## src/rtl/lpe_pkg.sv

```systemverilog
// ----------------------------------------------------------------------------
// Legendre evaluator package
// Shared widths, microcode encoding, control ROM and divider control type.
// ----------------------------------------------------------------------------
package lpe_pkg;

   localparam int DEGREE_W   = 5;
   localparam int VALUE_W    = 32;
   localparam int ACC_W      = 64;
   localparam int DIV_BITS   = 8;
   localparam int DIV_STEPS  = ACC_W / DIV_BITS;
   localparam int DIV_CNT_W  = $clog2(DIV_STEPS);

   localparam logic signed [VALUE_W-1:0] VALUE_MAX = 32'sh7fff_ffff;
   localparam logic signed [VALUE_W-1:0] VALUE_MIN = 32'sh8000_0000;

   localparam int UADDR_W = 4;
   localparam int OP_W    = 3;
   localparam int COND_W  = 3;

   // microcode addresses
   localparam logic [UADDR_W-1:0] UA_OUT   = 4'd0;
   localparam logic [UADDR_W-1:0] UA_IDLE  = 4'd1;
   localparam logic [UADDR_W-1:0] UA_CHECK = 4'd2;
   localparam logic [UADDR_W-1:0] UA_MUL   = 4'd3;
   localparam logic [UADDR_W-1:0] UA_SCALE = 4'd4;
   localparam logic [UADDR_W-1:0] UA_TERM  = 4'd5;
   localparam logic [UADDR_W-1:0] UA_NUM   = 4'd6;
   localparam logic [UADDR_W-1:0] UA_DIV   = 4'd7;
   localparam logic [UADDR_W-1:0] UA_UPD   = 4'd8;

   // datapath operations
   localparam logic [OP_W-1:0] OP_NONE   = 3'd0;
   localparam logic [OP_W-1:0] OP_LOAD   = 3'd1;
   localparam logic [OP_W-1:0] OP_MUL    = 3'd2;
   localparam logic [OP_W-1:0] OP_SCALE  = 3'd3;
   localparam logic [OP_W-1:0] OP_TERM   = 3'd4;
   localparam logic [OP_W-1:0] OP_NUM    = 3'd5;
   localparam logic [OP_W-1:0] OP_DIV    = 3'd6;
   localparam logic [OP_W-1:0] OP_UPDATE = 3'd7;

   // jump conditions
   localparam logic [COND_W-1:0] COND_NEVER    = 3'd0;
   localparam logic [COND_W-1:0] COND_ALWAYS   = 3'd1;
   localparam logic [COND_W-1:0] COND_NO_REQ   = 3'd2;
   localparam logic [COND_W-1:0] COND_DONE     = 3'd3;
   localparam logic [COND_W-1:0] COND_DIV_BUSY = 3'd4;
   localparam logic [COND_W-1:0] COND_OUT_BUSY = 3'd5;

   typedef struct packed {
      logic [OP_W-1:0]    op;
      logic               emit;
      logic [COND_W-1:0]  cond;
      logic [UADDR_W-1:0] target;
   } ucode_word_type;

   typedef struct packed {
      logic load;
      logic step;
   } lpe_div_ctl_type;

   function automatic ucode_word_type ucode_rom(input logic [UADDR_W-1:0] addr);
      ucode_word_type w;
      w = '{op: OP_NONE, emit: 1'b0, cond: COND_ALWAYS, target: UA_IDLE};
      case (addr)
         UA_OUT:   w = '{op: OP_NONE,   emit: 1'b1, cond: COND_OUT_BUSY, target: UA_OUT};
         UA_IDLE:  w = '{op: OP_LOAD,   emit: 1'b0, cond: COND_NO_REQ,   target: UA_IDLE};
         UA_CHECK: w = '{op: OP_NONE,   emit: 1'b0, cond: COND_DONE,     target: UA_OUT};
         UA_MUL:   w = '{op: OP_MUL,    emit: 1'b0, cond: COND_NEVER,    target: UA_IDLE};
         UA_SCALE: w = '{op: OP_SCALE,  emit: 1'b0, cond: COND_NEVER,    target: UA_IDLE};
         UA_TERM:  w = '{op: OP_TERM,   emit: 1'b0, cond: COND_NEVER,    target: UA_IDLE};
         UA_NUM:   w = '{op: OP_NUM,    emit: 1'b0, cond: COND_NEVER,    target: UA_IDLE};
         UA_DIV:   w = '{op: OP_DIV,    emit: 1'b0, cond: COND_DIV_BUSY, target: UA_DIV};
         UA_UPD:   w = '{op: OP_UPDATE, emit: 1'b0, cond: COND_ALWAYS,   target: UA_CHECK};
         default:  w = '{op: OP_NONE,   emit: 1'b0, cond: COND_ALWAYS,   target: UA_IDLE};
      endcase
      return w;
   endfunction

endpackage

```

## src/rtl/lpe_div_unit.sv

```systemverilog
// ----------------------------------------------------------------------------
// Legendre evaluator divider
// Unsigned long division of a 64-bit magnitude by a small divisor,
// DIV_BITS quotient bits per cycle while ctl.step is high.
// ----------------------------------------------------------------------------
module lpe_div_unit import lpe_pkg::*; #(
   parameter int DW = 5
) (
   input  logic                 clock,
   input  logic                 reset,
   input  lpe_div_ctl_type      ctl,
   input  logic [ACC_W-1:0]     dividend,
   input  logic [DW-1:0]        divisor,
   output logic [ACC_W-1:0]     quotient,
   output logic                 last
);

   logic [DW-1:0]        rem_ff, rem_in;
   logic [ACC_W-1:0]     quo_ff, quo_in;
   logic [DW-1:0]        dvsr_ff, dvsr_in;
   logic [DIV_CNT_W-1:0] cnt_ff, cnt_in;

   always_comb begin
      logic [DW:0]        trial;
      logic [DW-1:0]      rem_v;
      logic [ACC_W-1:0]   quo_v;
      trial = '0;
      rem_v = rem_ff;
      quo_v = quo_ff;
      for (int k = 0; k < DIV_BITS; k++) begin
         trial = {rem_v, quo_v[ACC_W-1]};
         quo_v = {quo_v[ACC_W-2:0], 1'b0};
         if (trial >= {1'b0, dvsr_ff}) begin
            rem_v    = DW'(trial - {1'b0, dvsr_ff});
            quo_v[0] = 1'b1;
         end else begin
            rem_v = trial[DW-1:0];
         end
      end
      rem_in  = rem_ff;
      quo_in  = quo_ff;
      dvsr_in = dvsr_ff;
      cnt_in  = cnt_ff;
      if (ctl.load) begin
         rem_in  = '0;
         quo_in  = dividend;
         dvsr_in = divisor;
         cnt_in  = '0;
      end else if (ctl.step) begin
         rem_in = rem_v;
         quo_in = quo_v;
         cnt_in = cnt_ff + 1'b1;
      end
   end

   always_ff @(posedge clock) begin
      rem_ff  <= rem_in;
      quo_ff  <= quo_in;
      dvsr_ff <= dvsr_in;
      if (reset) begin
         cnt_ff <= '0;
      end else begin
         cnt_ff <= cnt_in;
      end
   end

   assign quotient = quo_ff;
   assign last     = (cnt_ff == DIV_CNT_W'(DIV_STEPS - 1));

   a_load_clears: assert property (@(posedge clock) disable iff (reset)
      ctl.load |=> (cnt_ff == '0) && (rem_ff == '0))
      else $error("divider not cleared on load");

   a_wrap_after_last: assert property (@(posedge clock) disable iff (reset)
      (ctl.step && !ctl.load && last) |=> (cnt_ff == '0))
      else $error("divider count did not wrap");

   a_rem_below_divisor: assert property (@(posedge clock) disable iff (reset)
      (cnt_ff != '0) |-> (rem_ff < dvsr_ff))
      else $error("partial remainder not below divisor");

endmodule

```

## config.mk

```make
export PLATFORM = sky130hd
export DESIGN_NAME = lpe_div_unit
export DESIGN_NICKNAME = d
export VERILOG_FILES = /design/src/rtl/lpe_pkg.sv /design/src/rtl/lpe_div_unit.sv
export SDC_FILE = /design/constraint.sdc
export NUM_CORES = 1
export LEC_CHECK = 0
export ABC_AREA = 1
export BUFFER_PORTS_ARGS = -buffer_cell sky130_fd_sc_hd__buf_2
export CAP_MARGIN = 20
export CORE_AREA = 2 2 105 107
export CTS_CLUSTER_SIZE = 25
export DETAILED_ROUTE_END_ITERATION = 6
export DIE_AREA = 0 0 107 109
export GPL_TIMING_DRIVEN = 0
export PLACE_DENSITY = 0.87
export SYNTH_ARGS = -nofsm -noshare
export SYNTH_HDL_FRONTEND = slang
export SYNTH_SLANG_ARGS = --single-unit
```

## constraint.sdc

```tcl
create_clock -name clock -period 13.1 [get_ports clock]
set_input_delay 2.62 -clock clock [delete_from_list [all_inputs] [get_ports clock]]
set_output_delay 2.62 -clock clock [all_outputs]
set_load 0.02 [all_outputs]
```

==> out/metrics.yaml <==
initial_core_util_pct: 52.0
pin_count: 138
post-route-cell-area_um2: 6640
ys_ff_latch: 77
crit_path_start_kind: "flip-flop"
netlist_area_um2: 5520
clkTransAtPathRegs_ns: 0.08
worstPathRequired_ns: 13.15
wl_per_cell_um: 15.1
final_layout_size_suffix_gt1_share_pct: 23.2
drv_cap: 0
grt_max_degree: 34
fin_crit_sh_pct: 93.6
crit_arrival_ns: 12.31
grt_pass1_wl_mm: 23.0
vias: 5070
fin_worst_skew_ns: 0.0122
worst_path_max_delay_cell: "edfxtp_1"
syn_inst: 682
max_freq_mhz: 81.5
drv_slew: 0
cts.path.max_buffers: 2
first_global_vias: 4637
htreeDepth: 3
slew_headroom_pct: 51.0
hold_viol: 0
ant_nets: 0
cts_tree: "yes"
dr.first_iter.drc_count: 364
hp-class: "flip-flop to flip-flop"
clk_latency_ns: 0.36
layout_commonest_cell: "nand2_1"
mostFrequentLayoutCells: "nand2_1, buf_2, edfxtp_1"
r2r_setup_slack_ns: 0.84
rows: 38
track_usage_pct: 25.7
yosysWarnings: 0
setup_viol: 0
outcome: "finished, final reports clean"
synth_cell_types: 29
synth_fp_nets: 805
max_stage_delay_ns: 0.64
place_inst: 960
antenna_found_initial: 0
place_congestion: 0.903
numCtsBuffers: 9
path_class: "flip-flop to flip-flop"
viasPerCell: 5.15
die_h_um: 109
ctsRootBufferMaster: "clkbuf_8"
endpoint_kind: "flip-flop"
synthToLayoutAreaGrowth_pct: 20.4
layout_min_cycle_time_ns: 12.26
synth_area_per_cell_um2: 8.09
worst_pin_slew_ns: 0.733
drc: 0
tns_ns: 0
crit_buf_inv: 11
layout.cells.non_filler: 984
yosysSeqAreaShare_pct: 40.5
firstDrtPassIters: 5
postRouteWirelength_mm: 14.9
dieArea_um2: 11700
antenna_cells: 0
io_buffer_count: 137
coreArea_um2: 10600
grt_overflow: 0
path_max_fanout: 10
clock_sinks: 77
nets: 962
hpwlAfterDp_mm: 11.5
placed_cell_area_um2: 6400
cp_top_family: "simple AND/OR/NAND/NOR gates"
die_width_um: 107
cp_common_cell: "nand2_1"
-- flip-flops by register name, indices dropped and copies added (netlist names) --
name      flops
quotient     64
dvsr_ff       5
rem_ff        5
cnt_ff        3
-- per-layer routing --
metal  track usage, %  share of wire [%]
met1             32.5                 42
met2             44.4                 49
met3             6.22                7.6
met4             6.49                1.7
met5                0                  0
-- final timing paths --
kind,start,end,cells past startpoint
setup / recovery,dvsr_ff[0],quotient[0],71
hold / removal,cnt_ff[2],cnt_ff[2],2
setup reg to reg,dvsr_ff[0],quotient[0],71
hold reg to reg,cnt_ff[2],cnt_ff[2],2
-- Yosys cell counts --
master | instances | area [um^2]
nand3_1 | 45 | 225
a21oi_1 | 18 | 90.1
a211oi_1 | 1 | 7.51
o31ai_1 | 3 | 22.5
nand3_2 | 3 | 30.0
clkbuf_1 | 14 | 52.6
nand3b_1 | 2 | 15.0
a21oi_4 | 1 | 16.3
ha_1 | 42 | 526
xnor2_1 | 8 | 70.1
nor2_4 | 3 | 33.8
inv_1 | 67 | 251
fa_1 | 8 | 160
nor2_2 | 7 | 43.8
nand2_4 | 7 | 78.8
o21bai_1 | 1 | 7.51
or2_2 | 2 | 12.5
nand3_4 | 9 | 158
a31oi_1 | 5 | 31.3
inv_2 | 3 | 11.3
nor2_1 | 22 | 82.6
dfxtp_1 | 8 | 160
nor2b_1 | 1 | 6.26
o21ai_0 | 16 | 80.1
xor2_1 | 14 | 123
nand2_1 | 298 | 1120
nor3_1 | 1 | 5.00
edfxtp_1 | 69 | 2070
nand4_1 | 4 | 25.0
-- worst register-to-register path, delay by kind of cell, from the launching register on --
family	cells	cell delay, ns
AND/OR/NAND/NOR	38	4.05
AO/OA/AOI/OAI	13	3.25
adder cells (fa/ha/maj)	9	3.17
buffers and inverters	11	0.84
flip-flops	1	0.64
-- cell type report --
| cell class | count | area, um^2 |
|---|---|---|
| Fill cell | 916 | 3960 |
| Clock buffer | 11 | 131 |
| Buffer | 14 | 52.6 |
| Clock inverter | 5 | 51.3 |
| Multi-Input combinational cell | 521 | 2970 |
| Inverter | 70 | 267 |
| Timing Repair Buffer | 146 | 766 |
| Tap cell | 140 | 175 |
| Sequential cell | 77 | 2230 |
-- cell families after synthesis --
family | after synthesis | synth area share, %
xor gates and xnor gates | 22 | 3.49
AOI/OAI and AO/OA | 45 | 4.63
and+or+nand+nor | 404 | 33.3
adders and majority gates | 50 | 12.4
buffers and inverters | 84 | 5.72
DFF | 77 | 40.5
-- stage by stage --
step | hold WS [ns] | setup WS (ns) | util [%]
CTS | 0.469 | 0.634 | 62.0
finish | 0.474 | 0.837 | 62.7
detailed placement | 0.457 | 0.668 | 60.3
global placement | 0.450 | 0.952 | 60.1
floorplan | 0.439 | 2.47 | -
global route | 0.490 | -0.0699 | 62.7
-- repair_timing --
item,CTS,global route
buffers inserted,0,8
hold buffers,0,0
setup endpoints to repair,0,6
gates resized for setup,0,1
Power is left out: the tool's default activity adds up to more than one toggle a clock period on the data nets, which glitch-free logic cannot reach.
